--- src/rtl/mqts_pkg.sv ---
// ----------------------------------------------------------------------------
// mqts_pkg
// Shared types, sizes and codes for the two-stack max queue.
// ----------------------------------------------------------------------------
package mqts_pkg;

    localparam int QUEUE_DEPTH = 1024;
    localparam int DATA_WIDTH  = 32;
    localparam int ADDR_W      = $clog2(QUEUE_DEPTH);
    localparam int CNT_W       = $clog2(QUEUE_DEPTH + 1);
    localparam int SUM_W       = CNT_W + 1;
    localparam int CMDQ_DEPTH  = 2;
    localparam int CMDQ_PTR_W  = $clog2(CMDQ_DEPTH);
    localparam int CMDQ_CNT_W  = $clog2(CMDQ_DEPTH + 1);

    // operation codes on the input word
    localparam logic [1:0] OP_ENQ = 2'd0;
    localparam logic [1:0] OP_DEQ = 2'd1;
    localparam logic [1:0] OP_MAX = 2'd2;

    // status codes on the output word
    localparam logic [1:0] STS_OK    = 2'd0;
    localparam logic [1:0] STS_EMPTY = 2'd1;
    localparam logic [1:0] STS_FULL  = 2'd2;

    // command kinds between front and back
    localparam logic [1:0] CMD_ENQ = 2'd0;
    localparam logic [1:0] CMD_DEQ = 2'd1;
    localparam logic [1:0] CMD_MAX = 2'd2;
    localparam logic [1:0] CMD_NOP = 2'd3;

    typedef struct packed {
        logic [1:0]                   operation;
        logic signed [DATA_WIDTH-1:0] value;
    } t_in_word;

    typedef struct packed {
        logic signed [DATA_WIDTH-1:0] data;
        logic [1:0]                   status;
    } t_out_word;

    typedef struct packed {
        logic [1:0]                   kind;
        logic signed [DATA_WIDTH-1:0] value;
    } t_cmd;

    // one stack entry: running maximum and the word itself
    typedef struct packed {
        logic signed [DATA_WIDTH-1:0] maxv;
        logic signed [DATA_WIDTH-1:0] val;
    } t_entry;

    function automatic logic signed [DATA_WIDTH-1:0] f_max(
        input logic signed [DATA_WIDTH-1:0] a,
        input logic signed [DATA_WIDTH-1:0] b
    );
        return (a > b) ? a : b;
    endfunction

endpackage

--- src/rtl/mqts_front.sv ---
// ----------------------------------------------------------------------------
// mqts_front
// Input stage: takes words and classifies them into commands.
// ----------------------------------------------------------------------------
module mqts_front
    import mqts_pkg::*;
(
    input  logic     i_clk,
    input  logic     i_rst_n,
    input  logic     i_in_valid,
    output logic     o_in_ready,
    input  t_in_word i_in_word,
    output logic     o_cmd_valid,
    input  logic     i_cmd_ready,
    output t_cmd     o_cmd
);

    logic r_valid;
    logic n_valid;
    t_cmd r_cmd;
    t_cmd n_cmd;

    assign o_in_ready  = !r_valid || i_cmd_ready;
    assign o_cmd_valid = r_valid;
    assign o_cmd       = r_cmd;

    always_comb begin
        n_valid = r_valid && !i_cmd_ready;
        n_cmd   = r_cmd;
        if (i_in_valid && o_in_ready) begin
            n_valid     = 1'b1;
            n_cmd.value = i_in_word.value;
            unique case (i_in_word.operation)
                OP_ENQ:  n_cmd.kind = CMD_ENQ;
                OP_DEQ:  n_cmd.kind = CMD_DEQ;
                OP_MAX:  n_cmd.kind = CMD_MAX;
                default: n_cmd.kind = CMD_NOP;
            endcase
        end
    end

    always_ff @(posedge i_clk) begin
        if (!i_rst_n) begin
            r_valid <= 1'b0;
        end else begin
            r_valid <= n_valid;
        end
        r_cmd <= n_cmd;
    end

endmodule

--- config.mk ---
export PLATFORM = sky130hd
export DESIGN_NAME = mqts_front
export DESIGN_NICKNAME = d
export VERILOG_FILES = /design/src/rtl/mqts_pkg.sv /design/src/rtl/mqts_front.sv
export SDC_FILE = /design/constraint.sdc
export NUM_CORES = 1
export LEC_CHECK = 0
export CAP_MARGIN = 20
export CORE_ASPECT_RATIO = 0.9
export CORE_MARGIN = 5
export CORE_UTILIZATION = 47
export CTS_BUF_LIST = sky130_fd_sc_hd__clkbuf_16
export DETAILED_ROUTE_END_ITERATION = 10
export DONT_BUFFER_PORTS = 1
export GPL_TIMING_DRIVEN = 0
export PLACE_DENSITY_LB_ADDON = 0.08
export SLEW_MARGIN = 20
export SYNTH_ARGS = -nofsm -noshare
export SYNTH_HDL_FRONTEND = slang
export SYNTH_SLANG_ARGS = --single-unit
export TNS_END_PERCENT = 30
--- constraint.sdc ---
create_clock -name i_clk -period 1 [get_ports i_clk]
set_input_delay 0.05 -clock i_clk [delete_from_list [all_inputs] [get_ports i_clk]]
set_output_delay 0.05 -clock i_clk [all_outputs]
set_load 0.005 [all_outputs]
Word level (Yosys, flattened, before mapping)
Cells that the tools add are included.
{"block": "word_totals", "ff_bits": 35, "inputBits": 38, "out_inout_bits": 36, "wordCells": 13}
{"block": "classes", "eq_ne": 2, "n_mux": 2, "n_reduce_logical": 6}
{"op": "$pmux W2 S3", "count": 1}
{"op": "$eq A2 B1 Y1 const B", "count": 1}
{"op": "$eq A2 B2 Y1 const B", "count": 1}
{"op": "$logic_and A1 B1 Y1", "count": 2}
{"op": "$logic_not A1 Y1", "count": 2}
{"op": "$logic_not A2 Y1", "count": 1}
{"op": "$logic_or A1 B1 Y1", "count": 1}
{"op": "$mux W1", "count": 1}

Longest topological paths before layout
Gate-level depths: netlist of run 1.
{"block": "logic_depth", "word_depth": 4, "ltp_mapped": 2, "ltp_nobuf": 2}

Least setup slack after synthesis of run 1
OpenSTA, ideal clock, no wires.
{"block": "synth_path", "path_kind": "reg2reg", "start": "reg r_valid (netlist: o_cmd_valid)", "end": "reg r_cmd, in the netlist o_cmd[0] (enable)", "t_arrival_ps": 764, "required_ps": 657, "path_slack_ps": -107, "path_stages_with_launch": 3, "n_path_buf": 0, "period_less_slack_ps": 1107, "cell_sequence": "dfxtp_1 > nand2b_4 > and2_4"}
{"block": "synth_via", "elab_chain_len": 3}
{"element": "from (decl)", "line": "mqts_front.sv:18", "source": "logic r_valid;"}
{"element": "from (signal assigned)", "line": "mqts_front.sv:46", "source": "r_valid <= n_valid;"}
{"element": "$logic_not A1 Y1", "line": "mqts_front.sv:23", "source": "assign o_in_ready = !r_valid || i_cmd_ready;"}
{"element": "$logic_or A1 B1 Y1", "line": "mqts_front.sv:23"}
{"element": "named net o_in_ready", "line": "mqts_front.sv:11", "source": "output logic o_in_ready,"}
{"element": "$logic_and A1 B1 Y1", "line": "mqts_front.sv:30", "source": "if (i_in_valid && o_in_ready) begin"}
{"element": "to (signal assigned)", "line": "mqts_front.sv:48", "source": "r_cmd <= n_cmd;"}
{"element": "to (decl)", "line": "mqts_front.sv:20", "source": "t_cmd r_cmd;"}
The timed path passes the listed nets, and every way through them passes these cells.
A chain may end at the register's enable or synchronous reset.

Final worst setup path of run 1
{"block": "layout_path", "start": "reg r_valid (netlist: o_cmd_valid)", "end": "reg r_cmd, in the netlist o_cmd[2] (enable)"}
Same word-level chain as after synthesis.

==> impl_metrics.tcl, run 1 <==
set metrics [dict create \
    status "completed" \
    multiInputGateArea_um2 60.1 \
    final_nets 125 \
    pwr-share-comb_pct 5.4 \
    avgRoutedWirePerCell_um 20.9 \
    grt_max_degree 18 \
    place.gp.congestion 0.593 \
    final_antenna_net_count 0 \
    cp-end-kind "flop" \
    max_slew_margin_pct 90.7 \
    r2r_setup_slack_ns 0.02 \
    root_buffer "clkbuf_16" \
    die_w_um 60.7 \
    antenna_cells 0 \
    die_h_um 55.6 \
    io-pin-count 74 \
    fmax_mhz 1020 \
    min_period_ns 0.977 \
    p_clk_share_pct 41.2 \
    power_density_nw_per_um2 2010 \
    drc 0 \
    synth_nets 79 \
    grt_usage_pct 14.2 \
    vdd_drop_max_v 0.00150 \
    nFillCells 135 \
    synthCells 41 \
    hold-worst-slack_ns 0.0361 \
    drt-pass1-iter-count 3 \
    endpoint "o_cmd[2]$_DFFE_PP_" \
    most-common-layout-cells "dlygate4sd3_1, edfxtp_1, clkbuf_16" \
    clk_path_buf_depth 2 \
    setup_slack_ns 0.0231 \
    syn_avg_cell_area_um2 26.5 \
    total_power_w 0.00331 \
    syn_area_um2 1090 \
    required_ns 0.97 \
    seqPwrFrac_pct 53.4 \
    synth.yosys.warnings 0 \
    place_area_um2 1120 \
    clk_latency_ns 0.27 \
    final_common_cell "dlygate4sd3_1" \
    clk_pin_slew_ns 0.05 \
    hold_path.class "in -> reg" \
    p_leak_nw 0.603 \
    power_switching_w 0.000588 \
    synth-seq-cells 35 \
    path_class "reg -> reg" \
    pre_cts_ws_ns -0.194 \
    instances_no_fill 115 \
    viasPerCell 4.91 \
    rr_endpoint "o_cmd[2]$_DFFE_PP_" \
    io_buffers 0 \
    critPathLaunch "o_cmd_valid$_SDFF_PN0_" \
    slew_violations 0 \
    rows 16 \
    start_util_pct 49.3 \
    area_growth_pct 51.4 \
    cp-start-kind "flop" \
    vias 565 \
    period_share_pct 97.7 \
    drv_cap 0 \
    grt_pass1_vias 580 \
    reg2reg_from "o_cmd_valid$_SDFF_PN0_" \
    tightest_slew_ns 0.139 \
    yosysUniqueCellTypes 7 \
    wirelength_mm 2.41 \
    first_iter_violations 6 \
    path_max_fanout 9 \
    grt_first_pass_wirelength_mm 3.34 \
    gr-total-overflow 0 \
    core_area_um2 2200 \
    rsz0062_at_grt "yes" \
    finalSetupViolations 0 \
    cts_sinks 35 \
    cts_tree "built" \
    antenna_found_initial 0 \
    finalInstanceArea_um2 1640 \
    reg2regPathDepth 2 \
    ys_seq_area_share_pct 95.9 \
    h-tree-depth 2 \
    seq_area_um2 1040 \
    fin_skew_ns 0.00244 \
    placedCellCount 68 \
    worst_ep_arrival_time_ns 0.94 \
    switching_share_pct 17.7 \
    p_int_w 0.00273 \
    hold_viol 0 \
    numCtsBuffers 5 \
    die-area_um2 3370 \
    drive_gt1_share_pct 13.6 \
]
[metrics by stage]
stage	utilization, %	TNS (ns)
after detailed placement	50.9	-6.55
after floorplan	-	-3.04
after global routing	74.7	-0.0987
after global placement	50.9	-5.20
after CTS	73.9	-1.15
final	74.7	0
[cell usage after synthesis]
cell | n | area (µm²)
inv_1 | 1 | 3.75
dfxtp_1 | 1 | 20.0
a21boi_2 | 1 | 11.3
and2_4 | 1 | 8.76
nand2b_4 | 1 | 13.8
clkbuf_1 | 2 | 7.51
edfxtp_1 | 34 | 1020
[power groups by stage]
stage	registers (W)	logic (W)	clock network [W]
final	0.00177	0.000178	0.00137
after global routing	0.00178	0.000190	0.00147
after CTS	0.00177	0.000164	0.00137
after detailed placement	0.00180	0.0000476	0
after global placement	0.00180	0.0000439	0
after floorplan	0.00178	0.0000392	0
[per-layer routing]
metal / wire length (µm) / vias up / share of wire (%) / GRT usage, %
li1: - / 253 / - / -
met1: 862 / 270 / 36 / 14.6
met2: 1290 / 42 / 54 / 24.9
met4: 0 / 0 / 0 / 2.79
met3: 253 / 0 / 11 / 7.89
met5: 0 / - / 0 / 0
[timing repair]
item                       4_1_cts  5_1_grt
setup endpoints to repair       34       34
gates resized for setup          1        2
hold endpoints to repair        35        0
setup buffers                    0        0
pin swaps                        2        2
gates cloned                     1        2
hold buffers                    36        0
[critical path, stage by stage, from the launching register on]
cell	delay, ns
dfxtp_2	0.34
nand2b_4	0.11
and2_4	0.23
[how the worst min path moves through the flow]
| stage | cells past startpoint | from | to | slack [ns] |
|---|---|---|---|---|
| 3_5_place_dp | 0 | i_in_word[22] | o_cmd[22]$_DFFE_PP_ | 0.15 |
| 6_report | 2 | i_cmd_ready | o_cmd_valid$_SDFF_PN0_ | 0.04 |
| 2_1_floorplan | 0 | i_in_word[0] | o_cmd[0]$_DFFE_PP_ | 0.15 |
| 4_1_cts | 2 | i_cmd_ready | o_cmd_valid$_SDFF_PN0_ | 0.003 |
| 3_3_place_gp | 0 | i_in_word[23] | o_cmd[23]$_DFFE_PP_ | 0.15 |
| 5_1_grt | 2 | i_cmd_ready | o_cmd_valid$_SDFF_PN0_ | 0.05 |
[cell type report]
class / instances / share of cell area (%)
timing repair buffer: 36 / 21.9
sequential: 35 / 63.4
inverter: 1 / 0.228
tap: 27 / 2.05
clock inverter: 3 / 0.685
buffer: 2 / 0.457
multi-input combinational: 6 / 3.65
clock buffer: 5 / 7.61
[logic make-up (layout without fill, tap and decap cells)]
kind of cell,count (synthesis),count (layout),synth area share [%]
compound gates,1,1,1.04
buf+inv,3,47,1.04
flops,35,35,95.9
simple gates,2,5,2.07
[state kept, by name (all words and copies together) (netlist names)]
signal / count
o_cmd: 34
o_cmd_valid: 1
No activity file was read; power rests on OpenSTA's default activity.
==> run 2: changes to the inputs <==
--- a/config.mk
+++ b/config.mk
@@ -5,6 +5,7 @@
 export SDC_FILE = /design/constraint.sdc
 export NUM_CORES = 1
 export LEC_CHECK = 0
+export ABC_AREA = 1
 export CAP_MARGIN = 20
 export CORE_ASPECT_RATIO = 0.9
 export CORE_MARGIN = 5
@@ -13,6 +14,7 @@
 export DETAILED_ROUTE_END_ITERATION = 10
 export DONT_BUFFER_PORTS = 1
 export GPL_TIMING_DRIVEN = 0
+export HOLD_SLACK_MARGIN = 0.08
 export PLACE_DENSITY_LB_ADDON = 0.08
 export SLEW_MARGIN = 20
 export SYNTH_ARGS = -nofsm -noshare
==> run 2 against run 1 <==
Effect of this change:
- the flow now finishes with violations (setup timing)
- combinational power up 13%
- synthesized cell count up 4.9%
- total power up 0.99%
- cell area up 2.9%
- via count up 1.9%
- clock skew up 0.0010 ns
- sequential share of layout area down 1.6 points
==> impl_metrics.tcl, run 2 <==
set metrics [dict create \
    status "finished with violations" \
    violations "setup timing" \
    setup_slack_ns -0.00902 \
    hold-worst-slack_ns 0.274 \
    core_area_um2 2180 \
    critPathSlowestCell "dfxtp_4" \
    place.gp.congestion 0.615 \
    yosysUniqueCellTypes 8 \
    numCtsBuffers 5 \
    cpPeakStageDelay_ns 0.37 \
    fmax_mhz 991 \
    hold_viol 0 \
    root_buffer "clkbuf_16" \
    viasPerCell 4.88 \
    synth.yosys.warnings 0 \
    synth.most_common_cell "edfxtp_1" \
    vias 576 \
    cts_tree "built" \
    synth_top_area_share_pct 94.6 \
    die-area_um2 3360 \
    first_iter_violations 16 \
    final_antenna_net_count 0 \
    syn_area_um2 1080 \
    p_leak_nw 0.608 \
    final_nets 128 \
    worst_ep_arrival_time_ns 0.98 \
    grt_first_pass_wirelength_mm 3.50 \
    period_share_pct 101 \
    antenna_cells 0 \
    path_max_fanout 17 \
    avgRoutedWirePerCell_um 20.8 \
    cts_sinks 35 \
    area_growth_pct 56.7 \
    async_flop_share_pct 0 \
    finalSetupViolations 15 \
    reg2reg_from "o_cmd_valid$_SDFF_PN0_" \
    clk_pin_slew_ns 0.05 \
    synth-seq-cells 35 \
    rr_endpoint "o_cmd[23]$_DFFE_PP_" \
    syn_avg_cell_area_um2 25.1 \
    max_slew_margin_pct 85.2 \
    r2r_setup_slack_ns -0.009 \
    synthTopCellsByArea "edfxtp_1, dfxtp_1, a21oi_2, clkbuf_1, inv_1" \
    power_density_nw_per_um2 1980 \
    synth-edff-count 34 \
    synth_nets 81 \
    drc 0 \
    antenna_found_initial 0 \
    cp-end-kind "flop" \
    slew_violations 0 \
    grt_max_degree 18 \
    path_buf_inv 1 \
    synthFlopType "edfxtp_1" \
    rsz0062_at_grt "yes" \
    crit_family "flip-flops" \
    io_buffers 0 \
    yosysTopAreaCell "edfxtp_1" \
    finalSetupTns_ns -0.0918 \
    drive_gt1_share_pct 14.3 \
    grt_pass1_vias 605 \
    hold_start "i_cmd_ready" \
    wirelength_mm 2.45 \
    tightest_slew_ns 0.222 \
    synthCells 43 \
    die_w_um 60.5 \
    total_power_w 0.00335 \
    io-pin-count 74 \
    h-tree-depth 2 \
    vdd_drop_max_v 0.00152 \
    min_path_cells 3 \
    min_period_ns 1.01 \
    hold_end "o_cmd[7]$_DFFE_PP_" \
    final_common_cell "dlygate4sd3_1" \
    required_ns 0.98 \
    post-route-util_pct 77.5 \
    ys_seq_area_share_pct 96.4 \
    cp-start-kind "flop" \
    reg2regPathDepth 2 \
    drv_cap 0 \
    hold_path.class "in -> reg" \
    path_class "reg -> reg" \
    gr-total-overflow 0 \
    path_cells "a21oi_4 > buf_12" \
    clk_path_buf_depth 2 \
    drt-pass1-iter-count 4 \
    rows 16 \
    start_util_pct 49.5 \
    fin_skew_ns 0.00347 \
    largest_reg_flops 34 \
    clk_latency_ns 0.27 \
    synth_common_cells "edfxtp_1, clkbuf_1, inv_1" \
    die_h_um 55.5 \
    grt_usage_pct 15.2 \
    most-common-layout-cells "dlygate4sd3_1, edfxtp_1, clkbuf_16" \
]
==> run 2: cells by family (layout without fill, tap and decap cells) <==
family	Yosys count	count (layout)	synth area share (%)
flip-flops	35	35	96.4
AND/OR/NAND/NOR	1	1	0.580
AO/OA/AOI/OAI	2	3	1.27
buffers and inverters	5	52	1.74
==> run 2: tightest hold or removal path: cells and delay by family <==
kind	cells	cell delay, ns
AOI/OAI and AO/OA	1	0.14
buffers and inverters	2	0.21
==> run 2: worst max path at each step <==
stage	from	end	depth (start not counted)
final	o_cmd_valid$_SDFF_PN0_	o_cmd[23]$_DFFE_PP_	2
after CTS	o_cmd_valid$_SDFF_PN0_	o_cmd[23]$_DFFE_PP_	2
after detailed placement	o_cmd_valid$_SDFF_PN0_	o_cmd[29]$_DFFE_PP_	1
after global routing	o_cmd_valid$_SDFF_PN0_	o_cmd[23]$_DFFE_PP_	2
after floorplan	o_cmd_valid$_SDFF_PN0_	o_cmd[0]$_DFFE_PP_	1
after global placement	o_cmd_valid$_SDFF_PN0_	o_cmd[17]$_DFFE_PP_	1
==> run 2: area by class of cell <==
| class | instances | area, µm² |
|---|---|---|
| tap | 27 | 33.8 |
| fill | 105 | 490 |
| timing repair buffer | 39 | 410 |
| clock buffer | 5 | 125 |
| inverter | 3 | 11.3 |
| sequential | 35 | 1040 |
| clock inverter | 3 | 11.3 |
| buffer | 2 | 7.51 |
| multi-input combinational | 4 | 47.5 |
==> run 2: power breakdown <==
| part | switching [W] | total [W] | internal, W |
|---|---|---|---|
| Sequential | 0.0000540 | 0.00177 | 0.00172 |
| Combinational | 0.0000743 | 0.000201 | 0.000127 |
| Clock | 0.000482 | 0.00137 | 0.000891 |
==> run 2: metrics by stage <==
stage	instances	cell area, µm²	setup WS (ns)
3_3_place_gp	70	1130	-0.443
2_1_floorplan	43	1090	-0.347
3_5_place_dp	70	1130	-0.539
4_1_cts	118	1690	-0.00354
6_report	118	1690	-0.00902
5_1_grt	118	1690	-0.0332
==> run 2: repair_timing <==
| action | in CTS | in global routing |
|---|---|---|
| hold endpoints to repair | 35 | 0 |
| pin swaps | 2 | 0 |
| cloned | 1 | 0 |
| resized for setup | 2 | 0 |
| setup endpoints to repair | 34 | 17 |
| hold buffers | 37 | 0 |
| buffers inserted | 2 | 0 |
==> run 2: routing by layer <==
layer,wire [µm],global-route usage (%)
met5,0,0
met4,0,4.64
met3,275,9.09
met2,1310,25.9
met1,869,15.2
==> run 3: changes to the inputs <==
==> constraint.sdc (replaced) <==
create_clock -name i_clk -period 1.1 [get_ports i_clk]
set_input_delay 0.055 -clock i_clk [delete_from_list [all_inputs] [get_ports i_clk]]
set_output_delay 0.055 -clock i_clk [all_outputs]
set_load 0.005 [all_outputs]
==> run 3 against run 2 <==
Effect of this change:
- the run now ends clean
- register-to-register slack better by 0.08 ns
- flip-flop and latch count stayed put
- first-iteration DRC count is 56% lower
- cell area stayed put
- utilization stayed put
- largest cell class unchanged
- setup slack better by 0.084 ns
- routed wire length is 3.8% lower
- sequential share of layout area stayed put
- total power is 9.2% lower
- largest power group unchanged
==> impl_metrics.tcl, run 3 (synthesized netlist as in run 2, its figures left out) <==
set metrics [dict create \
    status "completed" \
    setup_slack_ns 0.0747 \
    cp-end-kind "flop" \
    die-area_um2 3360 \
    gr-total-overflow 0 \
    min_period_ns 1.03 \
    placedCellCount 70 \
    fmax_mhz 975 \
    numCtsBuffers 5 \
    drt-pass1-iter-count 4 \
    path_cells "a21oi_4 > buf_12" \
    path_max_fanout 16 \
    final_common_cell "dlygate4sd3_1" \
    crit_family "flip-flops" \
    critPathLaunch "o_cmd_valid$_SDFF_PN0_" \
    cp.depth 2 \
    nFillCells 103 \
    antenna_found_initial 0 \
    p_leak_nw 0.608 \
    instances_no_fill 118 \
    h-tree-depth 2 \
    slew_violations 0 \
    grt_usage_pct 14.8 \
    cp-start-kind "flop" \
    path_buf_inv 1 \
    post-route-util_pct 77.5 \
    start_util_pct 49.5 \
    most-common-layout-cells "dlygate4sd3_1, edfxtp_1, clkbuf_16" \
    vias 568 \
    clk_latency_ns 0.27 \
    critPathSlowestCell "dfxtp_4" \
    die_h_um 55.5 \
    grt_max_degree 18 \
    cts_tree "built" \
    clk_path_buf_depth 2 \
    p_int_w 0.00249 \
    avgRoutedWirePerCell_um 20.0 \
    worst_ep_arrival_time_ns 1.00 \
    place_area_um2 1130 \
    cpPeakStageDelay_ns 0.37 \
    core_area_um2 2180 \
    fin_skew_ns 0.00320 \
    drive_gt1_share_pct 14.3 \
    area_growth_pct 56.7 \
    antenna_cells 0 \
    cts_sinks 35 \
    period_share_pct 93.2 \
    final_antenna_net_count 0 \
    hold_path.class "in -> reg" \
    finalInstanceArea_um2 1690 \
    pre_cts_ws_ns -0.439 \
    grt_pass1_vias 589 \
    grt_first_pass_wirelength_mm 3.38 \
    vdd_drop_max_v 0.00143 \
    rsz0062_at_grt "no" \
    hold_viol 0 \
    path_class "reg -> reg" \
    drc 0 \
    io-pin-count 74 \
    root_buffer "clkbuf_16" \
    reg2regPathDepth 2 \
    final_nets 128 \
    wirelength_mm 2.36 \
    place.gp.congestion 0.615 \
    die_w_um 60.5 \
    hold_start "i_cmd_ready" \
    power_density_nw_per_um2 1800 \
    drv_cap 0 \
    rows 16 \
    p_clk_share_pct 41.1 \
    viasPerCell 4.81 \
    reg2reg_from "o_cmd_valid$_SDFF_PN0_" \
    io_buffers 0 \
    switching_share_pct 18.1 \
    min_path_cells 2 \
    total_power_w 0.00304 \
    max_slew_margin_pct 85.6 \
    power_switching_w 0.000551 \
    largest_reg_flops 34 \
    first_iter_violations 7 \
    seqPwrFrac_pct 53.0 \
    required_ns 1.08 \
    pwr-share-comb_pct 5.9 \
    clk_pin_slew_ns 0.05 \
    tightest_slew_ns 0.215 \
    finalSetupViolations 0 \
]
## run 3: cell counts in the layout (fill, tap and decap cells not counted)
No cell type changed its count.
## run 3: worst paths after layout
| kind | to | slack (ns) |
|---|---|---|
| max reg2reg | o_cmd[15]$_DFFE_PP_ | 0.07 |
| min | o_cmd[1]$_DFFE_PP_ | 0.14 |
| max | o_cmd[15]$_DFFE_PP_ | 0.07 |
| min reg2reg | o_cmd_valid$_SDFF_PN0_ | 0.55 |
## run 3: timing repair
| item | CTS | global route |
|---|---|---|
| hold endpoints to repair | 35 | 0 |
| pin swaps | 2 | 1 |
| hold buffers | 37 | 0 |
| gates cloned | 1 | 0 |
| gates resized for setup | 2 | 0 |
| setup buffers | 1 | 1 |
| endpoints found under the setup margin | 34 | 17 |
## run 3: final cells by class
class / count / area, µm² / share of cell area [%]
plain buffers: 2 / 7.51 / 0.444
clock buffers: 5 / 125 / 7.40
multi-input cells: 4 / 47.5 / 2.81
clock inverters: 3 / 11.3 / 0.666
repair buffers: 39 / 410 / 24.3
inverters: 3 / 11.3 / 0.666
well taps: 27 / 33.8 / 2.00
flip-flops and latches: 35 / 1040 / 61.8
## run 3: power groups by stage
stage                     Clock (W)  Sequential, W  Combinational, W
after floorplan                   0        0.00162         0.0000366
after global placement            0        0.00163         0.0000409
after detailed placement          0        0.00164         0.0000448
after CTS                   0.00126        0.00161          0.000168
after global routing        0.00133        0.00162          0.000194
final                       0.00125        0.00161          0.000181
## run 3: metal layers
| metal | share of wire, % | GRT usage (%) |
|---|---|---|
| met1 | 37 | 15.1 |
| met2 | 54 | 24.5 |
| met3 | 9.5 | 9.09 |
| met4 | 0 | 4.64 |
| met5 | 0 | 0 |
## run 3: per-stage QoR
stage          setup TNS [ns]  hold WS [ns]
6_report                    0         0.140
2_1_floorplan           -8.39         0.154
5_1_grt                     0         0.140
3_3_place_gp           -11.63         0.154
3_5_place_dp           -14.88         0.154
4_1_cts                 -1.81         0.243
