File: config.mk
export PLATFORM = sky130hd
export DESIGN_NAME = mqts_cmdq
export DESIGN_NICKNAME = d
export VERILOG_FILES = /design/src/rtl/mqts_pkg.sv /design/src/rtl/mqts_cmdq.sv
export SDC_FILE = /design/constraint.sdc
export NUM_CORES = 1
export LEC_CHECK = 0
export BUFFER_PORTS_ARGS = -buffer_cell sky130_fd_sc_hd__buf_2
export CAP_MARGIN = 20
export CORE_MARGIN = 2
export CORE_UTILIZATION = 45
export DETAILED_ROUTE_END_ITERATION = 16
export GPL_TIMING_DRIVEN = 0
export PLACE_DENSITY = 0.68
export SLEW_MARGIN = 10
export SYNTH_ARGS = -nofsm -noshare
export SYNTH_HDL_FRONTEND = slang
export SYNTH_SLANG_ARGS = --single-unit
File: constraint.sdc
create_clock -name i_clk -period 2.15 [get_ports i_clk]
set_clock_uncertainty 0.05 [all_clocks]
set_input_delay 0.1075 -clock i_clk [delete_from_list [all_inputs] [get_ports i_clk]]
set_output_delay 0.1075 -clock i_clk [all_outputs]
set_load 0.05 [all_outputs]
File: src/rtl/mqts_pkg.sv
// ----------------------------------------------------------------------------
// mqts_pkg
// Shared types, sizes and codes for the two-stack max queue.
// ----------------------------------------------------------------------------
package mqts_pkg;

    localparam int QUEUE_DEPTH = 1024;
    localparam int DATA_WIDTH  = 32;
    localparam int ADDR_W      = $clog2(QUEUE_DEPTH);
    localparam int CNT_W       = $clog2(QUEUE_DEPTH + 1);
    localparam int SUM_W       = CNT_W + 1;
    localparam int CMDQ_DEPTH  = 2;
    localparam int CMDQ_PTR_W  = $clog2(CMDQ_DEPTH);
    localparam int CMDQ_CNT_W  = $clog2(CMDQ_DEPTH + 1);

    // operation codes on the input word
    localparam logic [1:0] OP_ENQ = 2'd0;
    localparam logic [1:0] OP_DEQ = 2'd1;
    localparam logic [1:0] OP_MAX = 2'd2;

    // status codes on the output word
    localparam logic [1:0] STS_OK    = 2'd0;
    localparam logic [1:0] STS_EMPTY = 2'd1;
    localparam logic [1:0] STS_FULL  = 2'd2;

    // command kinds between front and back
    localparam logic [1:0] CMD_ENQ = 2'd0;
    localparam logic [1:0] CMD_DEQ = 2'd1;
    localparam logic [1:0] CMD_MAX = 2'd2;
    localparam logic [1:0] CMD_NOP = 2'd3;

    typedef struct packed {
        logic [1:0]                   operation;
        logic signed [DATA_WIDTH-1:0] value;
    } t_in_word;

    typedef struct packed {
        logic signed [DATA_WIDTH-1:0] data;
        logic [1:0]                   status;
    } t_out_word;

    typedef struct packed {
        logic [1:0]                   kind;
        logic signed [DATA_WIDTH-1:0] value;
    } t_cmd;

    // one stack entry: running maximum and the word itself
    typedef struct packed {
        logic signed [DATA_WIDTH-1:0] maxv;
        logic signed [DATA_WIDTH-1:0] val;
    } t_entry;

    function automatic logic signed [DATA_WIDTH-1:0] f_max(
        input logic signed [DATA_WIDTH-1:0] a,
        input logic signed [DATA_WIDTH-1:0] b
    );
        return (a > b) ? a : b;
    endfunction

endpackage

File: src/rtl/mqts_cmdq.sv
// ----------------------------------------------------------------------------
// mqts_cmdq
// Small command queue between the front and back stages.
// ----------------------------------------------------------------------------
module mqts_cmdq
    import mqts_pkg::*;
(
    input  logic i_clk,
    input  logic i_rst_n,
    input  logic i_wr_valid,
    output logic o_wr_ready,
    input  t_cmd i_wr_cmd,
    output logic o_rd_valid,
    input  logic i_rd_ready,
    output t_cmd o_rd_cmd
);

    t_cmd                  r_mem [CMDQ_DEPTH];
    logic [CMDQ_PTR_W-1:0] r_wr_ptr;
    logic [CMDQ_PTR_W-1:0] r_rd_ptr;
    logic [CMDQ_CNT_W-1:0] r_cnt;
    logic                  wr_en;
    logic                  rd_en;

    assign o_wr_ready = (r_cnt != CMDQ_CNT_W'(CMDQ_DEPTH));
    assign o_rd_valid = (r_cnt != '0);
    assign o_rd_cmd   = r_mem[r_rd_ptr];
    assign wr_en      = i_wr_valid && o_wr_ready;
    assign rd_en      = o_rd_valid && i_rd_ready;

    always_ff @(posedge i_clk) begin
        if (!i_rst_n) begin
            r_wr_ptr <= '0;
            r_rd_ptr <= '0;
            r_cnt    <= '0;
        end else begin
            if (wr_en) begin
                r_wr_ptr <= r_wr_ptr + 1'b1;
            end
            if (rd_en) begin
                r_rd_ptr <= r_rd_ptr + 1'b1;
            end
            if (wr_en && !rd_en) begin
                r_cnt <= r_cnt + 1'b1;
            end else if (rd_en && !wr_en) begin
                r_cnt <= r_cnt - 1'b1;
            end
        end
        if (wr_en) begin
            r_mem[r_wr_ptr] <= i_wr_cmd;
        end
    end

endmodule

Yosys cells after proc, flatten, opt, wreduce, memory -nomap -nowiden
Memories as Yosys holds them, arrays and structs flattened. A register that Yosys moved wholly into a read port is not among the register bits.
Index checks and enable logic that the tools add are counted.
{"block": "totals", "regBits": 4, "ramBits": 68, "output_inout_bits": 36, "memories": 1}
{"block": "op_classes", "add_sub_neg": 4, "eq_ne": 1, "muxes": 6, "n_reduce_logical": 8}
{"memory": "r_mem", "depth": 2, "width": 34, "rd": 1, "rd_ports_with_merged_regs": 1, "write_ports": 1, "line": "mqts_cmdq.sv:18", "text": "t_cmd r_mem [CMDQ_DEPTH];"}
{"operator": "logical AND 1 bit", "n": 4}
{"operator": "two-way mux 1 bit", "n": 4}
{"operator": "two-way mux 2 bit", "n": 2}
{"operator": "nonzero test 2 bit", "n": 2}
{"operator": "adder 1 bit, second input constant", "n": 2}
{"operator": "adder 2 x 1 -> 2 bit, second input constant", "n": 1}
{"operator": "zero test 1 bit", "n": 2}
{"operator": "inequality test 2 bit, second input constant", "n": 1}
{"operator": "subtractor 2 x 1 -> 2 bit, second input constant", "n": 1}

Logic depth before layout (Yosys ltp)
Gate-level depths: netlist (run 1).
{"block": "depth", "depth_word": 6, "depth_mapped": 6, "depth_no_buf": 6}

Worst setup path before layout (run 1)
OpenSTA, ideal clock, no wires.
{"block": "synth_timing", "kind": "reg2reg", "start": "register r_cnt[0]", "end": "memory r_mem[1][0] (netlist bit), enable pin", "setup_ns": 0.394, "t_arrival_ns": 1.559, "required_ns": 1.706, "setup_slack_ns": 0.147, "stages_incl_launch_ff": 3, "n_path_buf": 0, "period_less_slack_ns": 2.003, "cell_sequence": "dfxtp_1 -> nand2b_4 -> and3_1"}
{"block": "synth_via", "elab_chain_cells": 4}
{"element": "start: declaration", "line": "mqts_cmdq.sv:21", "text": "logic [CMDQ_CNT_W-1:0] r_cnt;"}
{"element": "start signal: assignment", "line": "mqts_cmdq.sv:44", "text": "r_cnt <= r_cnt + 1'b1;"}
{"element": "start signal: assignment", "line": "mqts_cmdq.sv:46", "text": "r_cnt <= r_cnt - 1'b1;"}
{"element": "inequality test 2 bit", "line": "mqts_cmdq.sv:25", "text": "assign o_wr_ready = (r_cnt != CMDQ_CNT_W'(CMDQ_DEPTH));"}
{"element": "named net o_wr_ready", "line": "mqts_cmdq.sv:11", "text": "output logic o_wr_ready,"}
{"element": "logical AND 1 bit", "line": "mqts_cmdq.sv:28", "text": "assign wr_en = i_wr_valid && o_wr_ready;"}
{"element": "two-way mux 1 bit", "line": "mqts_cmdq.sv:49", "text": "if (wr_en) begin"}
{"element": "two-way mux 1 bit (implied by the code)", "line": "mqts_cmdq.sv:50", "text": "r_mem[r_wr_ptr] <= i_wr_cmd;"}
{"element": "end: declaration", "line": "mqts_cmdq.sv:18"}
The timed path passes the listed nets, and every way through them passes these cells.

==> out/summary.json, run 1 <==
{
  "result_of_the_run": "finished, final reports clean",
  "cts_tree": "yes",
  "worstPathMaxFanout": 10,
  "rr_worst_depth": 3,
  "fin_crit_ps": 1859,
  "yosysWarnings": 0,
  "place.detailed.instances": 279,
  "top_level_ports": 74,
  "dp.final_hpwl_um": 2878,
  "crit_path_frequent_cell": "sky130_fd_sc_hd__buf_2",
  "layout-drive-gt1-share_pct": 50.98,
  "ctsRootBufferMaster": "sky130_fd_sc_hd__clkbuf_8",
  "clkSlewWorstSetupHoldPaths_ps": 70,
  "critPathCaptureType": "output port",
  "via_per_inst": 4.648,
  "hold-path-cell-count": 3,
  "synth_largest_type_area_fraction_pct": 75.98,
  "globalRouteOverflowTotal": 0,
  "die_x_um": 81.28,
  "data_required_time_at_the_worst_endpoint_ps": 1990,
  "worst_setup_path_class": "reg -> out",
  "final-setup-viol-count": 0,
  "number_of_non_filler_instances_in_the_completed_layout": 330,
  "drt_pre_antenna_iters": 4,
  "total_cts_buffers": 9,
  "maxCapViolations": 0,
  "drt_drc_violations_left": 0,
  "post-route-util_pct": 63.43,
  "floorplan.die_area_um2": 6606,
  "yosysSeqAreaShare_pct": 79.70,
  "grt_pass1_vias": 1598,
  "syn-mean-instance-area_um2": 20.67,
  "finalPower_mw": 4.545,
  "timing.final.crit_share_pct": 86.46,
  "yosys_cell_types": 19,
  "buffers_added_on_ports": 73,
  "syn-num-nets": 169,
  "worst_path_max_delay_cell": "sky130_fd_sc_hd__mux2_2",
  "die_h_um": 81.28,
  "syn_inst": 130,
  "maximum_number_of_pins_on_one_net_before_global_route_repair": 35,
  "groute.usage.overall_pct": 15.23,
  "netlist_area_um2": 2688,
  "detail-route-antenna-nets": 0,
  "hold_violations": 0,
  "drv_slew": 0,
  "ir_worst_vdd_v": 0.0009330,
  "core.rowCount": 28,
  "place_congestion": 0.6505,
  "nNetsFinal": 289,
  "worstSetupStartpointType": "register",
  "unrepaired_setup_endpoints_after_global_routing": "false",
  "route.final.wire_length_um": 4710,
  "routed-via-count": 1534,
  "timing.critical_path.slowest_cell_delay_ps": 370,
  "max_slew_margin_pct": 47.91,
  "grt_pass1_wl_um": 7176,
  "wl_per_cell_um": 14.27,
  "cts_max_path_buffers": 2,
  "cts_max_level": 3,
  "clock.fmax_mhz": 537.9,
  "antenna_found_initial": 0,
  "timing_worst_slew_pin_value_ps": 780.2,
  "area_growth_pct": 38.08,
  "cts.sinks": 73,
  "min-delay-path-class": "in -> reg",
  "static-leakage-power_nw": 1.415,
  "antenna_cells_inserted": 0,
  "post-cts-setup-buffers": 0,
  "nFillCells": 461,
  "critical_path_arrival_ps": 1700,
  "core_area_um2": 5851,
  "first_iter_violations": 82,
  "floorplan.initialDensity_pct": 45.94,
  "worstPathCellList": "buf_2 > buf_2 > mux2_2 > buf_2",
  "p_per_area_nw_per_um2": 1225,
  "synth_top_cells_by_area": "sky130_fd_sc_hd__edfxtp_1 (76%), sky130_fd_sc_hd__mux2_2 (14%), sky130_fd_sc_hd__dfxtp_1 (3.7%), sky130_fd_sc_hd__and2_1 (0.93%), sky130_fd_sc_hd__buf_2 (0.74%)",
  "clock_insertion_delay_at_the_later_pin_of_the_skew_report_ps": 340,
  "netlist.top_cell.by_area": "sky130_fd_sc_hd__edfxtp_1",
  "yosys_register_bits": 73
}
==> synth_stat cells <==
| library cell | instances |
|---|---|
| sky130_fd_sc_hd__or3_1 | 1 |
| sky130_fd_sc_hd__xnor2_1 | 2 |
| sky130_fd_sc_hd__inv_1 | 1 |
| sky130_fd_sc_hd__dfxtp_1 | 5 |
| sky130_fd_sc_hd__edfxtp_1 | 68 |
| sky130_fd_sc_hd__or2_2 | 1 |
| sky130_fd_sc_hd__buf_2 | 4 |
| sky130_fd_sc_hd__a21bo_2 | 1 |
| sky130_fd_sc_hd__nand3b_1 | 1 |
| sky130_fd_sc_hd__a21boi_0 | 1 |
| sky130_fd_sc_hd__and2_1 | 4 |
| sky130_fd_sc_hd__nand2b_4 | 1 |
| sky130_fd_sc_hd__o21ai_1 | 1 |
| sky130_fd_sc_hd__mux2_2 | 34 |
| sky130_fd_sc_hd__ha_1 | 1 |
| sky130_fd_sc_hd__a21boi_1 | 1 |
| sky130_fd_sc_hd__xor2_1 | 1 |
| sky130_fd_sc_hd__o21ai_0 | 1 |
| sky130_fd_sc_hd__and3_1 | 1 |
==> worst max-delay path, delay by kind of cell, from the launching register on <==
family,cells,cell delay (ps)
buffers and inverters,3,690
multiplexers,1,370
flip-flops,1,300
==> final timing paths <==
path	from	end	slack [ps]
setup / recovery	register	o_rd_cmd[33]	290
hold / removal	i_wr_valid	r_wr_ptr$_SDFFE_PN0P_	40
setup reg to reg	r_cnt[0]$_SDFFE_PN0P_	r_mem[0][26]$_DFFE_PP_	400
hold reg to reg	r_cnt[1]$_SDFFE_PN0P_	r_cnt[1]$_SDFFE_PN0P_	520
==> routing by layer <==
metal | up-vias | global-route usage (%) | wire length [µm]
li1 | 748 | - | -
met5 | - | 0 | 0
met3 | 9 | 4.111 | 272
met4 | 0 | 9.661 | 102
met2 | 49 | 26.56 | 2455
met1 | 728 | 16.20 | 1879
==> registers in the layout (all words and copies together), names as in the netlist, named ones only <==
register  cells
r_wr_ptr      1
r_rd_ptr      1
r_cnt         2
r_mem        68
==> power breakdown <==
part | total (mW) | switching, mW | internal (mW)
logic | 1.71 | 1.18 | 0.533
clock network | 0.994 | 0.473 | 0.521
registers | 1.84 | 0.0616 | 1.78
==> logic make-up after synthesis <==
logic type               share of synthesized area [%]
buffers and inverters                           0.8844
flip-flops                                       79.70
multiplexers                                     14.25
XOR/XNOR                                        0.9778
adder cells (fa/ha/maj)                         0.4655
AO/OA/AOI/OAI                                    1.303
AND/OR/NAND/NOR                                  2.421
==> cells in the final DEF (no fill, tap or decap), drive strengths merged, types with 2 or more instances in the layout <==
| cell type | count |
|---|---|
| dlygate4sd3 | 35 |
| buf | 78 |
| a21boi | 2 |
| clkbuf | 9 |
| clkinvlp | 2 |
| mux2 | 34 |
| and2 | 4 |
| xnor2 | 2 |
| edfxtp | 68 |
| dfxtp | 5 |
| clkinv | 4 |
| o21ai | 2 |
==> cell type report <==
| type | count | area (µm²) | area share (%) |
|---|---|---|---|
| multi-input cells | 52 | 523.0 | 14.09 |
| well taps | 75 | 93.84 | 2.529 |
| plain buffers | 4 | 20.02 | 0.5394 |
| repair buffers | 109 | 743.2 | 20.03 |
| clock buffers | 9 | 123.9 | 3.338 |
| clock inverters | 7 | 61.31 | 1.652 |
| inverters | 1 | 3.754 | 0.1011 |
| flip-flops and latches | 73 | 2142 | 57.72 |
==> repair_timing <==
action	4_1_cts	5_1_grt
hold endpoints to repair	73	0
hold buffers	35	0
gates resized for setup	0	0
==> through the flow <==
step           setup TNS, ps  hold slack (ps)  cell area [µm²]  setup slack (ps)
6_report                   0            41.48             3711             291.1
5_1_grt                    0            46.83             3711             180.6
4_1_cts                    0            29.23             3711             225.5
3_5_place_dp               0            248.8             3176             405.9
3_3_place_gp           -8918            244.9             3147            -228.6
2_1_floorplan              0            156.4             2688             146.6
(Power assumes the default switching activity.)
==> run 2: changes to the inputs <==
--- a/config.mk
+++ b/config.mk
@@ -7,6 +7,7 @@
 export LEC_CHECK = 0
 export BUFFER_PORTS_ARGS = -buffer_cell sky130_fd_sc_hd__buf_2
 export CAP_MARGIN = 20
+export CORE_ASPECT_RATIO = 1.1
 export CORE_MARGIN = 2
 export CORE_UTILIZATION = 45
 export DETAILED_ROUTE_END_ITERATION = 16
==> out/summary.json, run 2 (synthesized netlist as in run 1, its figures left out) <==
{
  "unrepaired_setup_endpoints_after_global_routing": "false",
  "final-setup-viol-count": 0,
  "worstSetupStartpointType": "register",
  "cts.sinks": 73,
  "groute.usage.overall_pct": 15.39,
  "floorplan.initialDensity_pct": 46.58,
  "cts_max_path_buffers": 2,
  "hold-worst-slack_ps": 43.51,
  "core_area_um2": 5769,
  "drt_pre_antenna_iters": 3,
  "area_growth_pct": 37.15,
  "power.switching_mw": 1.714,
  "dp.final_hpwl_um": 2876,
  "wl_per_cell_um": 14.16,
  "globalRouteOverflowTotal": 0,
  "antenna_cells_inserted": 0,
  "ir_worst_vdd_v": 0.0008721,
  "nNetsFinal": 288,
  "drv_slew": 0,
  "result_of_the_run": "finished, final reports clean",
  "critical_path_arrival_ps": 1700,
  "grt_pass1_vias": 1622,
  "post_detailed_placement_cell_area_um2": 3151,
  "die_h_um": 85.05,
  "critPathCaptureType": "output port",
  "cts_repair_resize_count": 0,
  "hold_violations": 0,
  "worst_setup_path_class": "reg -> out",
  "buffers_added_on_ports": 73,
  "number_of_non_filler_instances_in_the_completed_layout": 331,
  "max_slew_margin_pct": 46.17,
  "clkSlewWorstSetupHoldPaths_ps": 70,
  "die_x_um": 77.69,
  "power_frac_clock_pct": 21.9,
  "place.detailed.instances": 280,
  "hold-path-cell-count": 3,
  "route.final.wire_length_um": 4687,
  "via_per_inst": 4.622,
  "drt_drc_violations_left": 0,
  "switching_share_pct": 37.79,
  "layout-drive-gt1-share_pct": 50.79,
  "cts_tree": "yes",
  "post-route-util_pct": 63.89,
  "ctsRootBufferMaster": "sky130_fd_sc_hd__clkbuf_8",
  "share_comb_of_total_power_pct": 37.5,
  "seq_power_share_pct": 40.6,
  "antenna_found_initial": 0,
  "maximum_number_of_pins_on_one_net_before_global_route_repair": 35,
  "internal_power_mw": 2.822,
  "place_congestion": 0.6776,
  "post-cts-setup-buffers": 0,
  "rr_worst_depth": 2,
  "clock.fmax_mhz": 537.9,
  "fin_crit_ps": 1859,
  "worstPathMaxFanout": 10,
  "data_required_time_at_the_worst_endpoint_ps": 1990,
  "layout.cells.most_common": "sky130_fd_sc_hd__buf_2",
  "timing.final.crit_share_pct": 86.48,
  "first_iter_violations": 100,
  "maxCapViolations": 0,
  "min-delay-path-class": "in -> reg",
  "routed-via-count": 1530,
  "cts_max_level": 3,
  "detail-route-antenna-nets": 0,
  "fin_area_um2": 3686,
  "p_per_area_nw_per_um2": 1231,
  "core.rowCount": 29,
  "total_cts_buffers": 9,
  "static-leakage-power_nw": 1.403,
  "largest_register": "r_mem",
  "floorplan.die_area_um2": 6607,
  "finalPower_mw": 4.537,
  "grt_pass1_wl_um": 7479,
  "clock_insertion_delay_at_the_later_pin_of_the_skew_report_ps": 330,
  "most-common-layout-cells": "sky130_fd_sc_hd__buf_2 (77), sky130_fd_sc_hd__edfxtp_1 (68), sky130_fd_sc_hd__dlygate4sd3_1 (35), sky130_fd_sc_hd__mux2_2 (34), sky130_fd_sc_hd__clkbuf_8 (9)",
  "largest_register_ff_count": 68,
  "biggestRegsByFlops": "r_mem (68), r_cnt (2)",
  "timing_worst_slew_pin_value_ps": 807.5,
  "top_level_ports": 74
}
## run 2: cell count changes in the layout (fill, tap and decap cells not counted)
cell	change
sky130_fd_sc_hd__buf_16	-1
## run 2: worst paths after layout
path	from	endpoint	slack [ps]
setup / recovery	register	o_rd_cmd[27]	290
hold / removal	i_wr_valid	r_wr_ptr$_SDFFE_PN0P_	40
setup reg to reg	r_cnt[0]$_SDFFE_PN0P_	r_mem[1][12]$_DFFE_PP_	380
hold reg to reg	r_cnt[1]$_SDFFE_PN0P_	r_cnt[1]$_SDFFE_PN0P_	540
## run 2: final cells by class
cell class                 instances  area (µm²)
multi-input combinational         52       523.0
fill                             407        2083
timing repair buffer             108       715.7
sequential                        73        2142
clock buffer                       9       123.9
clock inverter                     7       61.31
buffer                             4       20.02
tap                               77       96.34
inverter                           1       3.754
## run 2: critical path: stages, from the launching register on
cell	delay, ps
sky130_fd_sc_hd__dfxtp_1	300
sky130_fd_sc_hd__buf_2	190
sky130_fd_sc_hd__buf_2	290
sky130_fd_sc_hd__mux2_2	370
sky130_fd_sc_hd__buf_2	210
## run 2: power groups by stage
stage	combinational [mW]	clock, mW	sequential (mW)
after floorplan	1.33	0	1.86
after global placement	1.65	0	1.87
after detailed placement	1.66	0	1.87
after CTS	1.72	1.01	1.84
after global routing	1.79	1.08	1.86
final	1.70	0.993	1.84
## run 2: per-stage QoR
stage / TNS (ps) / worst slack, ps
after global placement: -6950 / -191.4
final: 0 / 290.7
after floorplan: 0 / 146.6
after global routing: 0 / 172.7
after CTS: 0 / 251.0
after detailed placement: 0 / 347.4
## run 2: per-layer routing
layer / track usage, % / share of wire (%) / vias up
li1: - / - / 743
met1: 16.76 / 40 / 731
met2: 26.49 / 53 / 43
met3: 3.723 / 4.2 / 13
met4: 10.39 / 2.8 / 0
met5: 0 / 0 / -
## run 2: what timing repair did
| action | CTS | global route |
|---|---|---|
| setup endpoints to repair | 0 | 0 |
| endpoints found under the hold margin | 73 | 0 |
| hold buffers | 35 | 0 |
==> run 3: changes to the inputs <==
--- a/config.mk
+++ b/config.mk
@@ -6,13 +6,14 @@
 export NUM_CORES = 1
 export LEC_CHECK = 0
 export BUFFER_PORTS_ARGS = -buffer_cell sky130_fd_sc_hd__buf_2
-export CAP_MARGIN = 20
+export CAP_MARGIN = 5
 export CORE_ASPECT_RATIO = 1.1
 export CORE_MARGIN = 2
 export CORE_UTILIZATION = 45
 export DETAILED_ROUTE_END_ITERATION = 16
 export GPL_TIMING_DRIVEN = 0
 export PLACE_DENSITY = 0.68
+export REMOVE_ABC_BUFFERS = 1
 export SLEW_MARGIN = 10
 export SYNTH_ARGS = -nofsm -noshare
 export SYNTH_HDL_FRONTEND = slang
==> out/summary.json, run 3 (synthesized netlist as in run 1, its figures left out) <==
{
  "worstSetupStartpointType": "register",
  "area_growth_pct": 37.85,
  "fin_crit_ps": 1763,
  "hold_violations": 0,
  "groute.usage.overall_pct": 14.21,
  "die_x_um": 77.69,
  "static-leakage-power_nw": 1.406,
  "p_per_area_nw_per_um2": 1218,
  "place_congestion": 0.6858,
  "final-setup-viol-count": 0,
  "biggestRegsByFlops": "r_mem (68), r_cnt (2)",
  "switching_share_pct": 37.06,
  "maxCapViolations": 0,
  "nFillCells": 411,
  "drv_slew": 0,
  "grt_pass1_vias": 1533,
  "worstPathMaxFanout": 26,
  "worst_setup_path_class": "reg -> out",
  "unrepaired_setup_endpoints_after_global_routing": "false",
  "power.switching_mw": 1.672,
  "floorplan.initialDensity_pct": 46.58,
  "maximum_number_of_pins_on_one_net_before_global_route_repair": 35,
  "most-common-layout-cells": "sky130_fd_sc_hd__buf_2 (73), sky130_fd_sc_hd__edfxtp_1 (68), sky130_fd_sc_hd__dlygate4sd3_1 (35), sky130_fd_sc_hd__mux2_2 (34), sky130_fd_sc_hd__clkbuf_8 (9)",
  "largest_register": "r_mem",
  "dp.final_hpwl_um": 2696,
  "nNetsFinal": 286,
  "wl_per_cell_um": 13.69,
  "internal_power_mw": 2.840,
  "routed-via-count": 1524,
  "clock_insertion_delay_at_the_later_pin_of_the_skew_report_ps": 320,
  "largest_register_ff_count": 68,
  "data_required_time_at_the_worst_endpoint_ps": 1990,
  "cts_max_path_buffers": 2,
  "layout-drive-gt1-share_pct": 50.60,
  "timing_worst_slew_pin_value_ps": 758.5,
  "area_of_the_multi_input_gates_um2": 523.0,
  "ctsRootBufferMaster": "sky130_fd_sc_hd__clkbuf_8",
  "buffers_added_on_ports": 73,
  "seq_power_share_pct": 41.4,
  "top_level_ports": 74,
  "floorplan.die_area_um2": 6607,
  "critical_path_arrival_ps": 1610,
  "clock.fmax_mhz": 567.3,
  "cts_max_level": 3,
  "first_iter_violations": 88,
  "drt_pre_antenna_iters": 4,
  "drt_drc_violations_left": 0,
  "layout.cells.most_common": "sky130_fd_sc_hd__buf_2",
  "clkSlewWorstSetupHoldPaths_ps": 70,
  "result_of_the_run": "finished, final reports clean",
  "total_cts_buffers": 9,
  "cts.sinks": 73,
  "antenna_found_initial": 0,
  "finalPower_mw": 4.512,
  "via_per_inst": 4.646,
  "ir_worst_vdd_v": 0.0007966,
  "timing.final.crit_share_pct": 81.98,
  "antenna_cells_inserted": 0,
  "hold-worst-slack_ps": 75.63,
  "die_h_um": 85.05,
  "detail-route-antenna-nets": 0,
  "min-delay-path-class": "in -> reg",
  "globalRouteOverflowTotal": 0,
  "core_area_um2": 5769,
  "route.final.wire_length_um": 4491,
  "cts_tree": "yes",
  "area_occupied_by_registers_um2": 2143,
  "max_slew_margin_pct": 49.36,
  "critPathCaptureType": "output port",
  "share_comb_of_total_power_pct": 37.3,
  "power_frac_clock_pct": 21.3,
  "grt_pass1_wl_um": 7044,
  "core.rowCount": 29,
  "post-cts-setup-buffers": 0
}
==> run 3: critical path, cell delays in order (launching register included) <==
cell                      delay (ps)
sky130_fd_sc_hd__dfxtp_2         480
sky130_fd_sc_hd__buf_12          220
sky130_fd_sc_hd__mux2_2          360
sky130_fd_sc_hd__buf_2           210
==> run 3: what timing repair did <==
| item | 4_1_cts | 5_1_grt |
|---|---|---|
| gates resized for setup | 0 | 0 |
| hold endpoints to repair | 71 | 0 |
| hold buffers | 35 | 0 |
| endpoints found under the setup margin | 0 | 0 |
==> run 3: per-stage QoR <==
stage	worst slack, ps	instances	util, %	setup TNS, ps	cell area [µm²]
2_1_floorplan	146.6	126	-	0	2668
3_3_place_gp	-223.2	276	54.24	-11560	3129
3_5_place_dp	415.8	278	55.11	0	3179
4_1_cts	340.4	328	64.22	0	3705
5_1_grt	289.5	328	64.22	0	3705
6_report	387.3	328	64.22	0	3705
==> run 3: layout make-up <==
type,instances,area share (%)
tap,77,2.600
multi-input combinational,52,14.12
timing repair buffer,110,20.60
clock inverter,5,1.283
sequential,73,57.85
inverter,1,0.1013
clock buffer,10,3.445
==> run 3: power by group through the flow <==
stage	logic (mW)	registers [mW]	clock network [mW]
final	1.68	1.87	0.961
after global routing	1.78	1.89	1.05
after CTS	1.70	1.87	0.987
after detailed placement	1.65	1.90	0
after global placement	1.54	1.96	0
after floorplan	1.25	1.92	0
==> run 3: per-layer routing <==
metal  global-route usage (%)  share of wire, %
met5                        0                 0
met4                    5.357              0.71
met3                    5.851               6.2
met2                    23.90                53
met1                    16.23                40
==> run 3: path summary, 6_finish.rpt <==
path,from,endpoint,slack [ps],depth (start not counted)
hold / removal,i_wr_valid,r_wr_ptr$_SDFFE_PN0P_,80,3
hold reg to reg,r_cnt[1]$_SDFFE_PN0P_,r_cnt[1]$_SDFFE_PN0P_,510,2
setup / recovery,register,o_rd_cmd[25],390,3
setup reg to reg,r_cnt[0]$_SDFFE_PN0P_,r_mem[0][8]$_DFFE_PP_,430,3
